===== config.mk =====
export PLATFORM = sky130hd
export DESIGN_NAME = recursive_multicore_lock_unit
export DESIGN_NICKNAME = d
export VERILOG_FILES = /design/src/rmlu_pkg.sv /design/src/rmlu_in_reg.sv /design/src/rmlu_core.sv /design/src/rmlu_out_reg.sv /design/src/recursive_multicore_lock_unit.sv
export SDC_FILE = /design/constraint.sdc
export NUM_CORES = 1
export LEC_CHECK = 0
export BUFFER_PORTS_ARGS = -buffer_cell sky130_fd_sc_hd__buf_2
export CAP_MARGIN = 0
export CORE_ASPECT_RATIO = 1.25
export CORE_UTILIZATION = 55
export DETAILED_ROUTE_END_ITERATION = 8
export PLACE_DENSITY = 0.71
export SYNTH_ARGS = -nofsm -noshare
export SYNTH_HDL_FRONTEND = slang
export SYNTH_SLANG_ARGS = --single-unit

===== constraint.sdc =====
create_clock -name clk_i -period 6.7 [get_ports clk_i]
set_clock_uncertainty 0.15 [all_clocks]
set_input_delay 2.01 -clock clk_i [delete_from_list [all_inputs] [get_ports clk_i]]
set_output_delay 2.01 -clock clk_i [all_outputs]
set_load 0.02 [all_outputs]

===== src/rmlu_pkg.sv =====
// Package for the recursive multicore lock unit.
// It holds the request and response types, the operation and status codes and the
// statistic selectors. It depends on nothing.
`default_nettype none

package rmlu_pkg;

  // Number of cores that the one-bit core field can name.
  localparam int unsigned CoreIds = 2;

  // Operation codes carried in the mode field.
  typedef enum logic [2:0] {
    ModeEnter      = 3'd0,
    ModeLeave      = 3'd1,
    ModeAbandon    = 3'd2,
    ModeSuspend    = 3'd3,
    ModeResume     = 3'd4,
    ModeReadStat   = 3'd5,
    ModeClearStats = 3'd6
  } mode_e;

  // Response status codes.
  typedef enum logic [1:0] {
    StatusDone    = 2'd0,
    StatusBusy    = 2'd1,
    StatusIllegal = 2'd2
  } status_e;

  // Statistic selectors for a read.
  typedef enum logic [3:0] {
    StatAcquire    = 4'd0,
    StatContention = 4'd1,
    StatRecursion  = 4'd2,
    StatMaxDepth   = 4'd3,
    StatHold       = 4'd4,
    StatWait       = 4'd5,
    StatDetach     = 4'd6,
    StatBadSuspend = 4'd7,
    StatBadUnlock  = 4'd8,
    StatOwner      = 4'd9,
    StatCoreDepth  = 4'd10
  } stat_sel_e;

  // One lock request.
  typedef struct packed {
    logic [2:0]  mode;
    logic        core;
    logic [31:0] now_us;
    logic [7:0]  resume_level;
    logic        mask_in;
    logic [3:0]  stat_select;
  } lock_req_t;

  // One lock response.
  typedef struct packed {
    logic [1:0]  status;
    logic        held_by_caller;
    logic [1:0]  owner_word;
    logic [7:0]  caller_depth;
    logic [7:0]  suspended_depth;
    logic        restore_mask_valid;
    logic        restore_mask;
    logic [31:0] stat_value;
  } lock_rsp_t;

  // Snapshot of the lock state for checking.
  typedef struct packed {
    logic [1:0]         owner;
    logic [CoreIds-1:0] depth_nz;
  } lock_view_t;

endpackage

`default_nettype wire


===== src/rmlu_in_reg.sv =====
// Input register of the recursive multicore lock unit.
// It holds one request until the lock logic takes it. Depends on rmlu_pkg.
`default_nettype none

module rmlu_in_reg (
  input  wire logic               clk_i,
  input  wire logic               rst_ni,
  input  wire logic               in_valid_i,
  output logic                    in_stall_o,
  input  wire rmlu_pkg::lock_req_t in_req_i,
  input  wire logic               take_i,
  output logic                    valid_o,
  output rmlu_pkg::lock_req_t     req_o
);
  import rmlu_pkg::*;

  logic      valid_q, valid_d;
  lock_req_t req_q;
  logic      load;

  // The register refills whenever it is empty or its request moves on.
  assign in_stall_o = valid_q && !take_i;
  assign load       = in_valid_i && !in_stall_o;
  assign valid_d    = load ? 1'b1 : (take_i ? 1'b0 : valid_q);

  always_ff @(posedge clk_i or negedge rst_ni) begin
    if (!rst_ni) begin
      valid_q <= 1'b0;
    end else begin
      valid_q <= valid_d;
    end
  end

  // The payload needs no reset.
  always_ff @(posedge clk_i) begin
    if (load) begin
      req_q <= in_req_i;
    end
  end

  assign valid_o = valid_q;
  assign req_o   = req_q;

endmodule

`default_nettype wire


===== src/rmlu_core.sv =====
// Lock state and next-state logic of the recursive multicore lock unit.
// It holds owner, per-core records and statistics and forms the response.
// Depends on rmlu_pkg.
`default_nettype none

module rmlu_core #(
  parameter int unsigned CORES    = 2,
  parameter int unsigned MAX_NEST = 255
) (
  input  wire logic                clk_i,
  input  wire logic                rst_ni,
  input  wire logic                fire_i,
  input  wire rmlu_pkg::lock_req_t req_i,
  output rmlu_pkg::lock_rsp_t      rsp_o,
  output rmlu_pkg::lock_view_t     view_o
);
  import rmlu_pkg::*;

  // Only cores that the core field can name get a record.
  localparam int unsigned Slots    = (CORES < CoreIds) ? CORES : CoreIds;
  localparam logic [7:0]  DepthCap = 8'((MAX_NEST < 255) ? MAX_NEST : 255);

  typedef struct packed {
    logic [31:0] acquire;
    logic [31:0] contention;
    logic [31:0] recursion;
    logic [7:0]  deepest;
    logic [31:0] longest_hold;
    logic [31:0] longest_wait;
    logic [31:0] detached;
    logic [31:0] bad_suspend;
    logic [31:0] bad_unlock;
  } stats_t;

  logic [1:0]  owner_q, owner_d;
  logic [7:0]  depth_q [Slots], depth_d [Slots];
  logic        mask_q  [Slots], mask_d  [Slots];
  logic [31:0] acqt_q  [Slots], acqt_d  [Slots];
  logic [31:0] wst_q   [Slots], wst_d   [Slots];
  logic        wf_q    [Slots], wf_d    [Slots];
  stats_t      stats_q, stats_d;

  // Caller's record as read, and as it will be written back.
  logic [7:0]  c_depth, n_depth;
  logic        c_mask, n_mask;
  logic [31:0] c_acqt, n_acqt;
  logic [31:0] c_wst, n_wst;
  logic        c_wf, n_wf;

  logic        core_ok, is_owner, do_acq, resume_set;
  logic [1:0]  token;
  logic [31:0] held_time, waited;
  logic [7:0]  resume_cap;
  lock_rsp_t   rsp;

  // Read the caller's record.
  always_comb begin
    c_depth = '0;
    c_mask  = 1'b0;
    c_acqt  = '0;
    c_wst   = '0;
    c_wf    = 1'b0;
    for (int s = 0; s < Slots; s++) begin
      if (int'(req_i.core) == s) begin
        c_depth = depth_q[s];
        c_mask  = mask_q[s];
        c_acqt  = acqt_q[s];
        c_wst   = wst_q[s];
        c_wf    = wf_q[s];
      end
    end
  end

  assign core_ok    = int'(req_i.core) < int'(CORES);
  assign token      = {1'b0, req_i.core} + 2'd1;
  assign is_owner   = owner_q == token;
  assign held_time  = req_i.now_us - c_acqt;
  assign waited     = c_wf ? (req_i.now_us - c_wst) : 32'd0;
  assign resume_cap = (req_i.resume_level < DepthCap) ? req_i.resume_level : DepthCap;

  // Operation decode and state update for one request.
  always_comb begin
    owner_d    = owner_q;
    stats_d    = stats_q;
    n_depth    = c_depth;
    n_mask     = c_mask;
    n_acqt     = c_acqt;
    n_wst      = c_wst;
    n_wf       = c_wf;
    do_acq     = 1'b0;
    resume_set = 1'b0;
    rsp        = '0;
    rsp.status = StatusDone;

    if (core_ok) begin
      unique case (req_i.mode)
        ModeEnter: begin
          if (is_owner) begin
            if (c_depth < DepthCap) begin
              n_depth = c_depth + 8'd1;
            end
            if (n_depth > stats_d.deepest) begin
              stats_d.deepest = n_depth;
            end
            stats_d.recursion = stats_q.recursion + 32'd1;
          end else begin
            do_acq = 1'b1;
          end
        end
        ModeLeave: begin
          if (!is_owner || c_depth == 8'd0) begin
            stats_d.bad_unlock = stats_q.bad_unlock + 32'd1;
            rsp.status         = StatusIllegal;
          end else begin
            n_depth = c_depth - 8'd1;
            if (c_depth == 8'd1) begin
              if (held_time > stats_q.longest_hold) begin
                stats_d.longest_hold = held_time;
              end
              owner_d                = '0;
              rsp.restore_mask_valid = 1'b1;
              rsp.restore_mask       = c_mask;
            end
          end
        end
        ModeAbandon: begin
          if (is_owner) begin
            n_depth = '0;
            owner_d = '0;
          end
        end
        ModeSuspend: begin
          if (c_depth == 8'd0 || !is_owner) begin
            stats_d.bad_suspend = stats_q.bad_suspend + 32'd1;
            rsp.status          = StatusIllegal;
          end else begin
            if (held_time > stats_q.longest_hold) begin
              stats_d.longest_hold = held_time;
            end
            n_depth             = '0;
            stats_d.detached    = stats_q.detached + 32'd1;
            owner_d             = '0;
            rsp.suspended_depth = c_depth;
          end
        end
        ModeResume: begin
          if (req_i.resume_level == 8'd0 || is_owner) begin
            stats_d.bad_suspend = stats_q.bad_suspend + 32'd1;
            rsp.status          = StatusIllegal;
          end else begin
            do_acq     = 1'b1;
            resume_set = 1'b1;
          end
        end
        ModeReadStat: begin
          unique case (req_i.stat_select)
            StatAcquire:    rsp.stat_value = stats_q.acquire;
            StatContention: rsp.stat_value = stats_q.contention;
            StatRecursion:  rsp.stat_value = stats_q.recursion;
            StatMaxDepth:   rsp.stat_value = {24'd0, stats_q.deepest};
            StatHold:       rsp.stat_value = stats_q.longest_hold;
            StatWait:       rsp.stat_value = stats_q.longest_wait;
            StatDetach:     rsp.stat_value = stats_q.detached;
            StatBadSuspend: rsp.stat_value = stats_q.bad_suspend;
            StatBadUnlock:  rsp.stat_value = stats_q.bad_unlock;
            StatOwner:      rsp.stat_value = {30'd0, owner_q};
            StatCoreDepth:  rsp.stat_value = {24'd0, c_depth};
            default:        rsp.stat_value = '0;
          endcase
        end
        ModeClearStats: begin
          stats_d = '0;
        end
        default: begin
        end
      endcase

      // Acquisition attempt by a core that does not own the lock.
      if (do_acq) begin
        if (owner_q != 2'd0) begin
          rsp.status = StatusBusy;
          if (!c_wf) begin
            n_wf  = 1'b1;
            n_wst = req_i.now_us;
          end
        end else begin
          if (waited > stats_q.longest_wait) begin
            stats_d.longest_wait = waited;
          end
          if (c_wf) begin
            stats_d.contention = stats_q.contention + 32'd1;
          end
          n_wf            = 1'b0;
          owner_d         = token;
          n_depth         = 8'd1;
          n_mask          = req_i.mask_in;
          n_acqt          = req_i.now_us;
          stats_d.acquire = stats_q.acquire + 32'd1;
          if (stats_q.deepest == 8'd0) begin
            stats_d.deepest = 8'd1;
          end
          if (resume_set && req_i.resume_level > 8'd1) begin
            n_depth = resume_cap;
            if (resume_cap > stats_d.deepest) begin
              stats_d.deepest = resume_cap;
            end
          end
        end
      end

      rsp.held_by_caller = owner_d == token;
      rsp.owner_word     = owner_d;
      rsp.caller_depth   = n_depth;
    end else begin
      // A core without a record is refused and not counted.
      rsp.status     = StatusIllegal;
      rsp.owner_word = owner_q;
    end
  end

  // Write the caller's record back.
  always_comb begin
    for (int s = 0; s < Slots; s++) begin
      if (core_ok && int'(req_i.core) == s) begin
        depth_d[s] = n_depth;
        mask_d[s]  = n_mask;
        acqt_d[s]  = n_acqt;
        wst_d[s]   = n_wst;
        wf_d[s]    = n_wf;
      end else begin
        depth_d[s] = depth_q[s];
        mask_d[s]  = mask_q[s];
        acqt_d[s]  = acqt_q[s];
        wst_d[s]   = wst_q[s];
        wf_d[s]    = wf_q[s];
      end
    end
  end

  // State registers advance once per request taken.
  always_ff @(posedge clk_i or negedge rst_ni) begin
    if (!rst_ni) begin
      owner_q <= '0;
      stats_q <= '0;
      for (int s = 0; s < Slots; s++) begin
        depth_q[s] <= '0;
        mask_q[s]  <= 1'b0;
        acqt_q[s]  <= '0;
        wst_q[s]   <= '0;
        wf_q[s]    <= 1'b0;
      end
    end else if (fire_i) begin
      owner_q <= owner_d;
      stats_q <= stats_d;
      for (int s = 0; s < Slots; s++) begin
        depth_q[s] <= depth_d[s];
        mask_q[s]  <= mask_d[s];
        acqt_q[s]  <= acqt_d[s];
        wst_q[s]   <= wst_d[s];
        wf_q[s]    <= wf_d[s];
      end
    end
  end

  // Lock view for the checks at the top level.
  always_comb begin
    view_o.owner    = owner_q;
    view_o.depth_nz = '0;
    for (int s = 0; s < Slots; s++) begin
      view_o.depth_nz[s] = depth_q[s] != 8'd0;
    end
  end

  assign rsp_o = rsp;

endmodule

`default_nettype wire


===== src/rmlu_out_reg.sv =====
// Result register of the recursive multicore lock unit.
// It holds one response until the receiver takes it. Depends on rmlu_pkg.
`default_nettype none

module rmlu_out_reg (
  input  wire logic                clk_i,
  input  wire logic                rst_ni,
  input  wire logic                load_i,
  input  wire rmlu_pkg::lock_rsp_t rsp_i,
  output logic                     ready_o,
  output logic                     out_valid_o,
  input  wire logic                out_stall_i,
  output rmlu_pkg::lock_rsp_t      out_rsp_o
);
  import rmlu_pkg::*;

  logic      valid_q, valid_d;
  lock_rsp_t rsp_q;

  // A new response may enter when the register is empty or drains now.
  assign ready_o = !valid_q || !out_stall_i;
  assign valid_d = load_i ? 1'b1 : (out_stall_i ? valid_q : 1'b0);

  always_ff @(posedge clk_i or negedge rst_ni) begin
    if (!rst_ni) begin
      valid_q <= 1'b0;
    end else begin
      valid_q <= valid_d;
    end
  end

  always_ff @(posedge clk_i) begin
    if (load_i) begin
      rsp_q <= rsp_i;
    end
  end

  assign out_valid_o = valid_q;
  assign out_rsp_o   = rsp_q;

endmodule

`default_nettype wire


===== src/recursive_multicore_lock_unit.sv =====
// Top level of the recursive multicore lock unit.
// It joins the input register, the lock logic and the result register.
// Depends on rmlu_pkg, rmlu_in_reg, rmlu_core and rmlu_out_reg.
`default_nettype none

// One recursive lock shared by the cores. Each request (enter, leave, abandon,
// suspend, resume, statistic read, statistic clear) is registered at the input,
// evaluated combinationally against the lock state and answered from a result
// register, and a new request can be accepted every cycle while the result register
// is not stalled; the state update of one request is seen by the next one. A core
// that finds the lock held by another core gets a busy answer and retries. Cores
// numbered CORES or above are refused. Depths saturate at the smaller of MAX_NEST
// and 255.
module recursive_multicore_lock_unit #(
  parameter int unsigned CORES    = 2,
  parameter int unsigned MAX_NEST = 255
) (
  input  wire logic                clk_i,
  input  wire logic                rst_ni,
  input  wire logic                in_valid_i,
  output logic                     in_stall_o,
  input  wire rmlu_pkg::lock_req_t in_req_i,
  output logic                     out_valid_o,
  input  wire logic                out_stall_i,
  output rmlu_pkg::lock_rsp_t      out_rsp_o
);
  import rmlu_pkg::*;

  logic       req_valid;
  lock_req_t  req;
  lock_rsp_t  rsp;
  lock_view_t view;
  logic       out_ready;
  logic       fire;

  // A request is evaluated when the result register can take its answer.
  assign fire = req_valid && out_ready;

  rmlu_in_reg u_in_reg (
    .clk_i      (clk_i),
    .rst_ni     (rst_ni),
    .in_valid_i (in_valid_i),
    .in_stall_o (in_stall_o),
    .in_req_i   (in_req_i),
    .take_i     (fire),
    .valid_o    (req_valid),
    .req_o      (req)
  );

  rmlu_core #(
    .CORES    (CORES),
    .MAX_NEST (MAX_NEST)
  ) u_core (
    .clk_i  (clk_i),
    .rst_ni (rst_ni),
    .fire_i (fire),
    .req_i  (req),
    .rsp_o  (rsp),
    .view_o (view)
  );

  rmlu_out_reg u_out_reg (
    .clk_i       (clk_i),
    .rst_ni      (rst_ni),
    .load_i      (fire),
    .rsp_i       (rsp),
    .ready_o     (out_ready),
    .out_valid_o (out_valid_o),
    .out_stall_i (out_stall_i),
    .out_rsp_o   (out_rsp_o)
  );

  // Only the owning core has a nonzero depth, and only while it owns the lock.
  a_single_holder: assert property (@(posedge clk_i) disable iff (!rst_ni)
    $countones(view.depth_nz) <= 1 && ((view.owner == 2'd0) == (view.depth_nz == '0)))
    else $error("lock depth and owner disagree");

  // An evaluated request always leaves a response behind.
  a_fire_valid: assert property (@(posedge clk_i) disable iff (!rst_ni)
    fire |=> out_valid_o)
    else $error("evaluated request produced no response");

  // A busy answer means another core holds the lock.
  a_busy_owner: assert property (@(posedge clk_i) disable iff (!rst_ni)
    out_valid_o && out_rsp_o.status == StatusBusy |->
      out_rsp_o.owner_word != 2'd0 && !out_rsp_o.held_by_caller)
    else $error("busy answer without a foreign owner");

  // A final leave releases the lock.
  a_release: assert property (@(posedge clk_i) disable iff (!rst_ni)
    out_valid_o && out_rsp_o.restore_mask_valid |->
      out_rsp_o.owner_word == 2'd0 && out_rsp_o.caller_depth == 8'd0)
    else $error("final leave left the lock held");

endmodule

`default_nettype wire


==> reports/qor.csv, run 1 <==
metric;value;unit
status;completed;
Total Power;13.2;mW
drt pass-1 iters;6;
MaxCap Viol Count;0;
worst setup path category;reg2reg;
Synth Instances;3089;
Die ar.;56000;um2
Pleak;14.4;nW
Netlist cell types;82;
CTS Buf Count;54;
crit path cell chain;buf_12 -> buf_4 -> mux2i_1 -> ha_1 -> a211oi_1 -> nand3_1 -> a31oi_1 -> o41a_1 -> o221ai_1 -> a41o_1 -> xnor2_1 -> nor2_1 -> ha_1 -> and4_1 -> nor3b_1 -> buf_4 -> nand3_1 -> a21oi_1 -> nor4_1 -> or2_4 -> nor2_1 -> a31o_2;
ys flop type;dfrtp_1;
pre-CTS setup slack;0.423;ns
number of flops mapped to enable cells by yosys;104;
Final min period;6.19;ns
Least-Margin Pin Slew;1.16;ns
most frequent cells after synthesis;dfrtp_1, nor2_1, nand2_1;
Crit Path Max Fanout;58;
Final Cell Area;33400;um2
Placed Cells;3828;
Seq/Total Area, Yosys;44.7;%
pin count of the biggest net entering global routing;140;
worst min path class;reg2reg;
CP Capture Type;register;
Clock transition at path regs;0.06;ns
detailed router's first-iteration violation count;2529;
Netlist Area Pre-Place;30300;um2
Max Slew Vio Count;0;
RSZ-0062 raised after global routing;no;
share of cells above drive strength 1;13.4;%
Post-Syn Area per Cell;9.80;um2
GPL Wtd Cong;0.969;
cell family with most CP delay;compound AO/OA/AOI/OAI gates;
Synth area leaders;dfrtp_1, edfxtp_1, ha_1, mux2_2, nor2_1;
Core Area;54100;um2
Ports;110;
synthesis-stage register bit count;520;
ant diodes;0;
first-pass GRT wire length;139;mm
Worst setup SP type;register;
period utilization;92.4;%
final wirelength;88.7;mm
CTS Root Cell;clkbuf_16;
slack of the critical path;0.507;ns
fin cells;3926;
number of nets in the layout;3364;
Fin. Hold Viols;0;
asr flop ratio synth;80.0;%
vias per cell;6.42;
row count;95;
final setup vio count;0;
initial antenna violation count;0;
CTS H-tree depth;2;
P per Cell Area;395;nW/um2
number of cells on the critical path;22;
CP Buf/Inv Count;3;
clock latency on the worst-skew pair;0.61;ns
setup bufs post-CTS;0;
most numerous cell in the Yosys netlist;dfrtp_1;
Yosys top cell area share;34.4;%
Peak VDD IR;0.307;mV
Synth Net Count;3296;
TritonCTS clock tree;done;
Layout area overhead;10.3;%
DR DRC count;0;
total track usage;32.0;%
Hold Path Cell Cnt;2;
worst stage delay on the critical path;0.60;ns
clk sink count;520;
WP data arrival;6.53;ns
Synth area leader;dfrtp_1;
worst path required time;7.04;ns
TNS Setup;0;ns
Synth warnings;0;
Worst R2R Path Depth;22;
Vias;25210;
Die H;264;um
IO buf count;109;
FMAX;161;MHz
Die X;212;um
Max-slew headroom;22.1;%
Max Buffers Root-to-Sink;3;
Final ANT Viol Nets;0;
Avg WL per Cell;22.6;um
grt total ovfl;0;
vias in the first global route;24667;
R2R Setup Slk;0.51;ns
Detailed Place HPWL;64.7;mm
initial cell density of the core;56.0;%
critical path's slowest cell;edfxtp_1;
Post-Place Cell Area;31700;um2
[layer usage]
| metal | track usage, % | wire (um) | up-vias |
|---|---|---|---|
| met5 | 0 | 0 | - |
| met4 | 12.5 | 3370 | 0 |
| met1 | 43.3 | 36900 | 12414 |
| li1 | - | - | 11473 |
| met3 | 5.43 | 7250 | 204 |
| met2 | 51.1 | 41200 | 1119 |
[final timing paths]
path,from,endpoint
setup / recovery,u_in_reg.req_o[45],u_core.stats_q[96]
hold / removal,u_core.depth_q[8],u_core.depth_q[8]
setup reg to reg,u_in_reg.req_o[45],u_core.stats_q[96]
min in group asynchronous,rst_ni,u_core.stats_q[32]
hold reg to reg,u_core.depth_q[8],u_core.depth_q[8]
max in group asynchronous,rst_ni,u_core.wst_q[54]
[worst register-to-register path, delay by kind of cell (launching register included)]
| family | cells | cell delay [ns] |
|---|---|---|
| muxes | 1 | 0.23 |
| DFF | 1 | 0.60 |
| and+or+nand+nor | 8 | 1.69 |
| xor gates and xnor gates | 1 | 0.34 |
| AOI/OAI and AO/OA | 7 | 1.83 |
| buffers and inverters | 3 | 0.64 |
| adders and majority gates | 2 | 0.60 |
[through the flow]
stage	hold slack (ns)	utilization [%]
after floorplan	0.296	-
after global placement	0.310	58.6
after detailed placement	0.317	58.6
after CTS	0.327	61.7
after global routing	0.368	61.7
final	0.330	61.7
[cells by family after synthesis]
group	count (synthesis)	share of synthesized area, %
AOI/OAI and AO/OA	750	16.5
xor gates and xnor gates	163	4.72
adders and majority gates	154	6.42
buffers and inverters	297	3.84
DFF	520	44.7
muxes	239	8.49
and+or+nand+nor	966	15.3
[cells in the final DEF (no fill, tap or decap), drive strengths merged, types with 60 or more instances in the layout]
| cell type | netlist | final |
|---|---|---|
| xnor2 | 61 | 61 |
| xor2 | 102 | 102 |
| nand4 | 75 | 75 |
| mux2i | 96 | 96 |
| nor2 | 274 | 274 |
| a21oi | 131 | 131 |
| mux2 | 143 | 143 |
| dfrtp | 416 | 416 |
| buf | 39 | 166 |
| a31oi | 60 | 60 |
| nand3 | 147 | 147 |
| nand2 | 239 | 239 |
| o21ai | 194 | 194 |
| clkbuf | 115 | 84 |
| ha | 152 | 152 |
| inv | 143 | 144 |
| edfxtp | 104 | 104 |
[area by class of cell]
cell class / count / area, um2
fill: 4487 / 20700
clock buffer: 84 / 1550
sequential: 520 / 13500
inverter: 143 / 539
tap: 727 / 910
clock inverter: 14 / 125
timing repair buffer: 166 / 1050
multi-input combinational: 2272 / 15700
[report_power, final]
part | switching, mW | internal (mW) | total (mW)
combinational | 3.34 | 2.34 | 5.68
sequential | 0.641 | 3.94 | 4.59
clock | 1.25 | 1.66 | 2.91
total | 5.24 | 7.94 | 13.2
[sequential cells by signal (all words and copies together) (netlist names)]
signal	count
u_core.acqt_q	64
u_core.depth_q	16
u_core.mask_q	2
u_core.owner_q	2
u_core.stats_q	264
u_core.wf_q	2
u_core.wst_q	64
u_in_reg.req_o	49
u_in_reg.valid_o	1
u_out_reg.out_rsp_o	55
u_out_reg.out_valid_o	1
[repair_timing]
| item | 4_1_cts | 5_1_grt |
|---|---|---|
| endpoints found under the setup margin | 0 | 33 |
| resized for setup | 0 | 3 |
| hold buffers | 0 | 0 |
Note: power is estimated with default switching activity, not from simulation.
==> run 2: changes to the inputs <==
--- a/config.mk
+++ b/config.mk
@@ -5,6 +5,7 @@
 export SDC_FILE = /design/constraint.sdc
 export NUM_CORES = 1
 export LEC_CHECK = 0
+export ABC_AREA = 1
 export BUFFER_PORTS_ARGS = -buffer_cell sky130_fd_sc_hd__buf_2
 export CAP_MARGIN = 0
 export CORE_ASPECT_RATIO = 1.25
==> reports/qor.csv, run 2 <==
metric;value;unit
Yosys top cell area share;29.8;%
period utilization;86.0;%
grt total ovfl;0;
pre-CTS setup slack;1.10;ns
capturing point of the worst reg2reg path;u_core.stats_q[111];
asr flop ratio synth;80.0;%
Crit Path Max Fanout;54;
Detailed Place HPWL;94.8;mm
vias per cell;5.97;
ant diodes;0;
Die X;227;um
Layout area overhead;8.50;%
DR DRC count;0;
Synth warnings;0;
post-CTS sizing;0;
drt pass-1 iters;6;
worst min path class;reg2reg;
GPL Wtd Cong;1.10;
Netlist cell types;67;
Post-Syn Area per Cell;7.21;um2
TritonCTS clock tree;done;
FMAX;174;MHz
Synth area leader;dfrtp_1;
Synth Instances;4843;
first-pass GRT wire length;193;mm
Worst setup SP type;register;
Critical R2R Launch;u_in_reg.req_o[45];
clk sink count;520;
Worst R2R Path Depth;27;
clock latency on the worst-skew pair;0.63;ns
Die H;284;um
total track usage;39.5;%
TNS Setup;0;ns
Final ANT Viol Nets;0;
MaxCap Viol Count;0;
synthesis-stage register bit count;520;
number of flip-flops in the largest register;264;
Hold Buf Count CTS;0;
Worst Setup SP;u_in_reg.req_o[45];
CTS H-tree depth;2;
number of flops mapped to enable cells by yosys;104;
R2R Setup Slk;0.94;ns
Peak VDD IR;0.260;mV
Vias;34316;
initial antenna violation count;3;
RSZ-0062 raised after global routing;no;
worst path required time;7.01;ns
commonest non-fill, non-tap cell in the layout;nand2_1;
row count;102;
most numerous cell in the Yosys netlist;nand2_1;
Synth Net Count;5050;
WP data arrival;6.07;ns
detailed router's first-iteration violation count;3790;
final wirelength;127;mm
Ports;110;
Fin. Hold Viols;0;
commonest non-fill, non-tap cells in the layout;nand2_1, inv_1, dfrtp_1;
final setup vio count;0;
setup bufs post-CTS;0;
status;completed;
IO buf count;109;
Netlist Area Pre-Place;34900;um2
number of nets in the layout;5075;
Max Buffers Root-to-Sink;3;
largest reg by FF count;u_core.stats_q;
Pleak;17.2;nW
slack of the critical path;0.941;ns
Seq/Total Area, Yosys;38.8;%
CTS Buf Count;56;
worst setup path category;reg2reg;
CP Capture Type;register;
Final min period;5.76;ns
pin count of the biggest net entering global routing;107;
ys flop type;dfrtp_1;
share of cells above drive strength 1;6.65;%
vias in the first global route;32355;
CTS Root Cell;clkbuf_16;
top flop regs;u_core.stats_q (264), u_core.acqt_q (64), u_core.wst_q (64);
Core Area;62400;um2
crit path to;u_core.stats_q[111];
initial cell density of the core;56.0;%
Avg WL per Cell;22.1;um
Max-slew headroom;16.1;%
Synth area leaders;dfrtp_1, nand2_1, edfxtp_1, inv_1, ha_1;
Die ar.;64500;um2
Max Slew Vio Count;0;
Least-Margin Pin Slew;1.25;ns
P per Cell Area;392;nW/um2
most frequent cells after synthesis;nand2_1, inv_1, dfrtp_1;
Clock transition at path regs;0.06;ns
run 2: cell types whose count changed after synthesis, moves of 105 or more:
cell	delta
mux2_2	-143
inv_1	+389
o21ai_0	+140
a21oi_1	+105
nand2_1	+1188
nand3_1	+147
nor2_1	+129
run 2: worst min-delay path by stage:
| stage | from | endpoint | slack [ns] | cells past startpoint |
|---|---|---|---|---|
| finish | u_core.wst_q[59] | u_core.wst_q[59] | 0.32 | 2 |
| detailed placement | u_core.wst_q[60] | u_core.wst_q[60] | 0.31 | 2 |
| global placement | u_core.wst_q[59] | u_core.wst_q[59] | 0.31 | 2 |
| global route | u_core.acqt_q[0] | u_core.acqt_q[0] | 0.34 | 2 |
| CTS | u_core.wst_q[39] | u_core.wst_q[39] | 0.33 | 2 |
| floorplan | u_core.wst_q[32] | u_core.wst_q[32] | 0.29 | 2 |
run 2: cells by family after synthesis:
kind of cell	Yosys count	synth area share, %
xor gates and xnor gates	92	2.31
buffers and inverters	730	8.44
and+or+nand+nor	2465	30.2
muxes	31	0.889
DFF	520	38.8
adders and majority gates	154	5.56
AOI/OAI and AO/OA	851	13.9
run 2: critical path: stages, from the launching register on:
cell and delay (ns):
edfxtp_1 0.80, buf_12 0.30, buf_12 0.27, o21ai_0 0.24, ha_1 0.44, nand2_1 0.14, nor2_1 0.19, nand2_1 0.07
nand2_1 0.17, nand2_1 0.08, nand2_1 0.14, nand3_1 0.12, nand2_1 0.08, nand2_1 0.05, nand3_1 0.12, inv_1 0.06
ha_1 0.29, nand2_1 0.07, nor2_1 0.13, nand2_1 0.08, nor4_1 0.26, nand2_1 0.08, nand2_1 0.08, nand2_2 0.32
inv_2 0.45, nand2_1 0.11, nand3_1 0.08, o21ai_0 0.10
run 2: layer usage:
layer | vias to the layer above | track usage, % | wire, um
met5 | - | 0 | 43
met2 | 1722 | 61.1 | 56000
met1 | 15988 | 49.2 | 48700
met4 | 6 | 29.9 | 11500
li1 | 16168 | - | -
met3 | 432 | 6.52 | 10500
run 2: cell type report:
cell class,instances,area (um2)
fill,5833,24500
inverter,553,2090
sequential,520,13500
multi-input combinational,3593,18500
clock inverter,28,283
timing repair buffer,144,893
tap,832,1040
clock buffer,76,1590
run 2: through the flow:
| step | hold slack (ns) | cell area [um2] | cells | utilization, % | power [mW] |
|---|---|---|---|---|---|
| 2_1_floorplan | 0.294 | 34900 | 4843 | - | 9.37 |
| 3_5_place_dp | 0.310 | 36000 | 5642 | 57.7 | 11.5 |
| 6_report | 0.323 | 37900 | 5746 | 60.7 | 14.9 |
| 3_3_place_gp | 0.307 | 36000 | 5642 | 57.7 | 11.4 |
| 5_1_grt | 0.338 | 37900 | 5746 | 60.7 | 15.9 |
| 4_1_cts | 0.327 | 37900 | 5746 | 60.7 | 14.7 |
run 2: report_power, final:
group	switching, mW	total [mW]	leakage, nW	internal [mW]
Combinational	4.51	6.65	9.76	2.14
Clock	1.37	3.22	0.908	1.85
Sequential	0.840	4.98	6.51	4.14
Total	6.72	14.9	17.2	8.13
